File: src/sv/svlq_pkg.sv
// Package for the signed VLQ sample encoder: widths, digit constants,
// FSM state type and the load bundle passed to the digit shifter. No dependencies.
`timescale 1ns / 1ps
`default_nettype none
package svlq_pkg;

  localparam int unsigned SampleW   = 16;
  localparam int unsigned ByteW     = 8;
  localparam int unsigned DigitW    = 7;
  localparam int unsigned NumDigits = 3;
  localparam int unsigned ShiftW    = DigitW * NumDigits;
  localparam int unsigned FirstW    = 6;
  localparam int unsigned CntW      = 2;

  localparam logic [SampleW-1:0] OneOctetMax = 16'd63;
  localparam logic [SampleW-1:0] TwoOctetMax = 16'd8191;

  typedef enum logic [1:0] {
    ST_IDLE,
    ST_FIRST,
    ST_NEXT
  } svlq_state_e;

  typedef struct packed {
    logic               sign;
    logic [SampleW-1:0] mag;
    logic [CntW-1:0]    extra;
  } svlq_load_t;

endpackage
`default_nettype wire

File: src/sv/svlq_mag_len.sv
// Sign, magnitude and extra-octet count of one sample.
// Depends on svlq_pkg.
`timescale 1ns / 1ps
`default_nettype none
module svlq_mag_len (
  input  wire logic signed [svlq_pkg::SampleW-1:0] sample_i,
  output svlq_pkg::svlq_load_t                     load_o
);
  import svlq_pkg::*;

  logic [SampleW-1:0] raw;
  logic [SampleW-1:0] mag;

  assign raw = sample_i;
  assign mag = raw[SampleW-1] ? (~raw + 1'b1) : raw;

  always_comb begin
    load_o.sign = raw[SampleW-1];
    load_o.mag  = mag;
    if (mag <= OneOctetMax) begin
      load_o.extra = 2'd0;
    end else if (mag <= TwoOctetMax) begin
      load_o.extra = 2'd1;
    end else begin
      load_o.extra = 2'd2;
    end
  end

endmodule
`default_nettype wire

File: src/sv/svlq_digit_shift.sv
// Digit shift register: loads the magnitude left-aligned to its first digit,
// then shifts out one 7-bit digit per cycle while shift_i is high. Depends on svlq_pkg.
`timescale 1ns / 1ps
`default_nettype none
module svlq_digit_shift (
  input  wire logic                       clk_i,
  input  wire logic                       load_i,
  input  wire logic                       shift_i,
  input  wire svlq_pkg::svlq_load_t       load_data_i,
  output logic [svlq_pkg::DigitW-1:0]     digit_o
);
  import svlq_pkg::*;

  logic [ShiftW-1:0] sr_q, sr_d;
  logic [ShiftW-1:0] base;

  assign base = {{(ShiftW-SampleW){1'b0}}, load_data_i.mag};

  always_comb begin
    sr_d = sr_q;
    if (load_i) begin
      case (load_data_i.extra)
        2'd0:    sr_d = base << (2 * DigitW);
        2'd1:    sr_d = base << DigitW;
        default: sr_d = base;
      endcase
    end else if (shift_i) begin
      sr_d = sr_q << DigitW;
    end
  end

  always_ff @(posedge clk_i) begin
    sr_q <= sr_d;
  end

  assign digit_o = sr_q[ShiftW-1 -: DigitW];

endmodule
`default_nettype wire

File: src/sv/signed_vlq_sample_encoder_top.sv
// Top level of the signed VLQ sample encoder: stream ports, sequencer FSM
// and output register. Depends on svlq_pkg, svlq_mag_len, svlq_digit_shift.
// Order: a sample transfer loads the digit shifter, then the first octet is registered
// in the output register. Throughput: one octet per cycle unless the output stalls,
// so a sample yields 1 to 3 octets; the digit shifter emits one digit per cycle
// unless stalled, and the next sample loads in the cycle its last octet leaves.
// Reset: rst_ni clears the FSM, octet counter and output valid; data registers are not reset.
`timescale 1ns / 1ps
`default_nettype none
module signed_vlq_sample_encoder_top (
  input  wire logic        clk_i,
  input  wire logic        rst_ni,
  input  wire logic        s_axis_tvalid,
  output logic             s_axis_tready,
  input  wire logic [15:0] s_axis_tdata,   // [15:0] sample (signed)
  output logic             m_axis_tvalid,
  input  wire logic        m_axis_tready,
  output logic [7:0]       m_axis_tdata,   // [7:0] code_byte
  output logic             m_axis_tlast    // last_byte
);
  import svlq_pkg::*;

  svlq_state_e       state_q, state_d;
  logic [CntW-1:0]   cnt_q, cnt_d;
  logic              sign_q, sign_d;
  logic              m_valid_q, m_valid_d;
  logic [ByteW-1:0]  m_data_q, m_data_d;
  logic              m_last_q, m_last_d;

  svlq_load_t        ld;
  logic [DigitW-1:0] digit;
  logic              move, load, first, more;

  svlq_mag_len u_mag_len (
    .sample_i (s_axis_tdata),
    .load_o   (ld)
  );

  svlq_digit_shift u_digit_shift (
    .clk_i       (clk_i),
    .load_i      (load),
    .shift_i     (move),
    .load_data_i (ld),
    .digit_o     (digit)
  );

  // FSM outputs
  always_comb begin
    move          = 1'b0;
    first         = 1'b0;
    s_axis_tready = 1'b0;
    case (state_q)
      ST_IDLE: begin
        s_axis_tready = 1'b1;
      end
      ST_FIRST: begin
        first         = 1'b1;
        move          = !m_valid_q || m_axis_tready;
        s_axis_tready = move && (cnt_q == 2'd1);
      end
      ST_NEXT: begin
        move          = !m_valid_q || m_axis_tready;
        s_axis_tready = move && (cnt_q == 2'd1);
      end
      default: begin
        s_axis_tready = 1'b0;
      end
    endcase
  end

  assign load = s_axis_tvalid && s_axis_tready;
  assign more = cnt_q > 2'd1;

  // FSM next state
  always_comb begin
    state_d = state_q;
    case (state_q)
      ST_IDLE: begin
        if (load) state_d = ST_FIRST;
      end
      ST_FIRST, ST_NEXT: begin
        if (load) begin
          state_d = ST_FIRST;
        end else if (move && !more) begin
          state_d = ST_IDLE;
        end else if (move) begin
          state_d = ST_NEXT;
        end
      end
      default: state_d = ST_IDLE;
    endcase
  end

  always_comb begin
    cnt_d     = cnt_q;
    sign_d    = sign_q;
    m_valid_d = m_valid_q;
    m_data_d  = m_data_q;
    m_last_d  = m_last_q;
    if (m_axis_tready) m_valid_d = 1'b0;
    if (move) begin
      m_valid_d = 1'b1;
      m_last_d  = !more;
      cnt_d     = cnt_q - 1'b1;
      if (first) begin
        m_data_d = {more, sign_q, digit[FirstW-1:0]};
      end else begin
        m_data_d = {more, digit};
      end
    end
    if (load) begin
      cnt_d  = ld.extra + 1'b1;
      sign_d = ld.sign;
    end
  end

  always_ff @(posedge clk_i or negedge rst_ni) begin
    if (!rst_ni) begin
      state_q   <= ST_IDLE;
      cnt_q     <= '0;
      m_valid_q <= 1'b0;
    end else begin
      state_q   <= state_d;
      cnt_q     <= cnt_d;
      m_valid_q <= m_valid_d;
    end
  end

  always_ff @(posedge clk_i) begin
    sign_q   <= sign_d;
    m_data_q <= m_data_d;
    m_last_q <= m_last_d;
  end

  assign m_axis_tvalid = m_valid_q;
  assign m_axis_tdata  = m_data_q;
  assign m_axis_tlast  = m_last_q;

endmodule
`default_nettype wire
File: config.mk
export PLATFORM = sky130hd
export DESIGN_NAME = signed_vlq_sample_encoder_top
export DESIGN_NICKNAME = d
export VERILOG_FILES = /design/src/sv/svlq_pkg.sv /design/src/sv/svlq_mag_len.sv /design/src/sv/svlq_digit_shift.sv /design/src/sv/signed_vlq_sample_encoder_top.sv
export SDC_FILE = /design/constraint.sdc
export NUM_CORES = 1
export LEC_CHECK = 0
export ABC_AREA = 1
export BUFFER_PORTS_ARGS = -buffer_cell sky130_fd_sc_hd__buf_4
export CAP_MARGIN = 20
export CELL_PAD_IN_SITES_DETAIL_PLACEMENT = 0
export CELL_PAD_IN_SITES_GLOBAL_PLACEMENT = 1
export CORE_MARGIN = 5
export CORE_UTILIZATION = 39
export CTS_CLUSTER_DIAMETER = 100
export CTS_CLUSTER_SIZE = 8
export DETAILED_ROUTE_END_ITERATION = 7
export GPL_TIMING_DRIVEN = 0
export HOLD_SLACK_MARGIN = 0.15
export PLACE_DENSITY_LB_ADDON = 0.3
export SYNTH_ARGS = -nofsm -noshare
export SYNTH_HDL_FRONTEND = slang
export SYNTH_SLANG_ARGS = --single-unit
File: constraint.sdc
create_clock -name clk_i -period 2.3 [get_ports clk_i]
set_clock_uncertainty 0.1 [all_clocks]
set_input_delay 0.46 -clock clk_i [delete_from_list [all_inputs] [get_ports clk_i]]
set_output_delay 0.46 -clock clk_i [all_outputs]
set_load 0.02 [all_outputs]
==> metrics.md <==
| Metric | Value |
|---|---|
| Syn Nets | `294` |
| Number of flops mapped to enable cells by yosys | `31` |
| Initial antenna violation count | `0` |
| Yosys cell types | `36` |
| Relative slew slack | `68.5%` |
| Final #Nets | `347` |
| TritonCTS clock tree | `done` |
| Worst reg-to-reg setup slack | `140 ps` |
| Clk root buf | `clkbuf_8` |
| Peak supply drop | `0.690 mV` |
| Required @ worst endpoint | `2360 ps` |
| Yosys warnings | `0` |
| Most frequent cells in the layout | `62 x nand2_1, 40 x buf_4, 31 x edfxtp_1, 30 x inv_1, 23 x nand3_1` |
| DRC violations left | `0` |
| GR Util All Layers | `15.2%` |
| Number of I/O pins | `31` |
| Routed WL | `5320 um` |
| Initial drt markers | `131` |
| Cell Pwr Density | `1070 nW/um^2` |
| Status | `complete, no violations` |
| Htree depth | `2` |
| Width of the die | `86.5 um` |
| CP arrival | `2290 ps` |
| Share of cells above drive strength 1 | `35.4%` |
| Total gr overflow | `0` |
| Post-Synth XOR/XNOR Area | `1.92%` |
| Largest net degree at the start of global routing | `23` |
| Clock Pin Slew Worst Setup and Hold Paths | `80 ps` |
| DR pass1 iterations | `4` |
| Placer Congestion | `0.851` |
| Hold crit path type | `in2reg` |
| Synth Instances | `268` |
| Max incr delay on CP | `220 ps` |
| Fraction of registers with async set/reset | `13.9%` |
| Post-synthesis sequential area ratio | `46.3%` |
| Largest family of logic cells by synthesized area | `simple AND/OR/NAND/NOR gates` |
| Via-per-instance ratio | `4.80` |
| Most used DFF post-synth | `edfxtp_1` |
| First-pass GRT wire length | `8710 um` |
| Routed via count | `1892` |
| Die height | `86.5 um` |
| Crit-path most repeated cell | `nand2_1` |
| Compound-Gate Fraction of Synth Area | `5.54%` |
| Synthesis-stage register bit count | `36` |
| Die ar. | `7480 um^2` |
| Vias in the first global route | `1728` |
| Slew Viols, Final | `0` |
| Post-Syn Area | `2280 um^2` |
| Final worst-path cycle share | `96.9%` |
| Final Hold Fails | `0` |
| P&R area growth vs syn | `33.2%` |
| CTS max path bufs | `2` |
| Power Total | `3.25 mW` |
| Total CTS buffers | `5` |
| Routed wire length per instance | `13.5 um` |
| Buffer and inverter count on the worst path | `4` |
| Crit path max-delay family | `simple AND/OR/NAND/NOR gates` |
| Worst Setup Start Kind | `primary input` |
| Post-DRT Antenna Nets | `0` |
| Port bufs | `30` |
| Max-Cap Viols | `0` |
| Hold_ws | `266 ps` |
| Final setup fails | `0` |
| RSZ-0062 raised after global routing | `true` |
| Adder-Cell Fraction of Synth Area | `3.29%` |
| Fmax | `449 MHz` |
| Mux cell area share after synthesis | `0.493%` |
| Core Rows | `27` |
| Slowest stage cell, crit path | `or2_4` |
| CP Class | `in2reg` |
| Commonest non-fill, non-tap cell in the layout | `nand2_1` |
| Starting Density | `40.7%` |
| Worst-Skew Late Latency | `290 ps` |
| HPWL Detailed | `3940 um` |
| Simple-gate share of the synthesized area | `34.2%` |
| CP Cell Sequence | `buf_6 -> nor2_4 -> nand3_4 -> nor2_4 -> buf_6 -> nand3_4 -> nand2_1 -> nand2_1 -> nand2_4 -> nor2_4 -> and2_4 -> inv_2 -> ha_4 -> inv_4 -> or2_4 -> nand2_2 -> nand2_1 -> nand2_1` |
| Fin crit period | `2230 ps` |
| Critical Path End Type | `register` |
| Worst Tran Pin Value | `467 ps` |
| # clock sinks | `36` |
| Core ar. | `5610 um^2` |
| Crit Path Max Fanout | `4` |
| Antenna cells | `0` |
| Standby leakage power | `1.38 nW` |
| Mean Syn Cell Area | `8.52 um^2` |
==> cell usage after synthesis (all sizes together), types with 4 or more instances <==
master / instances / area share, %
nand3: 31 / 8.4
nor2: 34 / 8.7
nand4: 5 / 1.4
xor2: 4 / 1.5
edfxtp: 31 / 41
buf: 4 / 1.4
inv: 41 / 6.7
dfrtp: 5 / 5.5
ha: 6 / 3.3
o21ai: 9 / 2.0
nand2: 78 / 14
a21oi: 6 / 1.5
==> sequential cells by signal, summed over array words and instances, names as in the netlist <==
name                cells
u_digit_shift.sr_q     21
sign_q                  1
m_axis_tdata            8
m_axis_tvalid           1
m_axis_tlast            1
cnt_q                   2
state_q                 2
==> final cells by class <==
class	count	area [um^2]
Timing Repair Buffer	46	379
Fill cell	553	2570
Multi-Input combinational cell	186	1190
Inverter	41	164
Clock inverter	3	42.5
Clock buffer	5	68.8
Buffer	5	46.3
Sequential cell	36	1060
Tap cell	72	90.1
==> what timing repair did <==
item                       in CTS  in global routing
gates resized for setup         8                 24
pin swaps                      11                 18
setup endpoints to repair      40                 34
setup buffers                   7                  8
hold endpoints to repair        5                  0
hold buffers                    1                  0
==> per-layer routing <==
layer | vias up | GRT usage (%) | routed length (um)
met5 | - | 0 | 0
met3 | 4 | 2.28 | 220
met1 | 861 | 20.5 | 2410
met2 | 42 | 24.8 | 2620
met4 | 0 | 5.10 | 76
li1 | 985 | - | -
==> through the flow <==
step,TNS [ps],area (um^2),utilization (%),cells,setup slack [ps]
after global placement,-6990,2670,47.7,370,-453
after CTS,0,2880,51.4,386,6.67
final,0,3040,54.2,394,70.9
after floorplan,-55.1,2360,-,268,-29.0
after global routing,-62.3,3040,54.2,394,-43.6
after detailed placement,-7220,2670,47.7,370,-455
==> power by group <==
group / total (mW) / internal [mW] / switching (mW)
Combinational: 1.41 / 0.543 / 0.870
Sequential: 1.28 / 1.19 / 0.0904
Clock: 0.558 / 0.321 / 0.237
==> cell families (layout without fill, tap and decap cells) <==
| group | Yosys count | after routing |
|---|---|---|
| simple gates | 153 | 153 |
| buf+inv | 46 | 100 |
| flops | 36 | 36 |
| compound gates | 21 | 21 |
| fa+ha+maj | 6 | 6 |
| xor+xnor | 5 | 5 |
| mux | 1 | 1 |
==> path summary, 6_finish.rpt <==
kind                       depth (start not counted)                     end                    from
max                                               18  u_digit_shift.sr_q[15]         s_axis_tdata[3]
min                                                1                  sign_q        s_axis_tdata[15]
max reg2reg                                       10  u_digit_shift.sr_q[14]              state_q[0]
min reg2reg                                        0         m_axis_tdata[4]  u_digit_shift.sr_q[18]
max in group asynchronous                          2           m_axis_tvalid                  rst_ni
min in group asynchronous                          2                cnt_q[1]                  rst_ni
(Power assumes the default switching activity.)
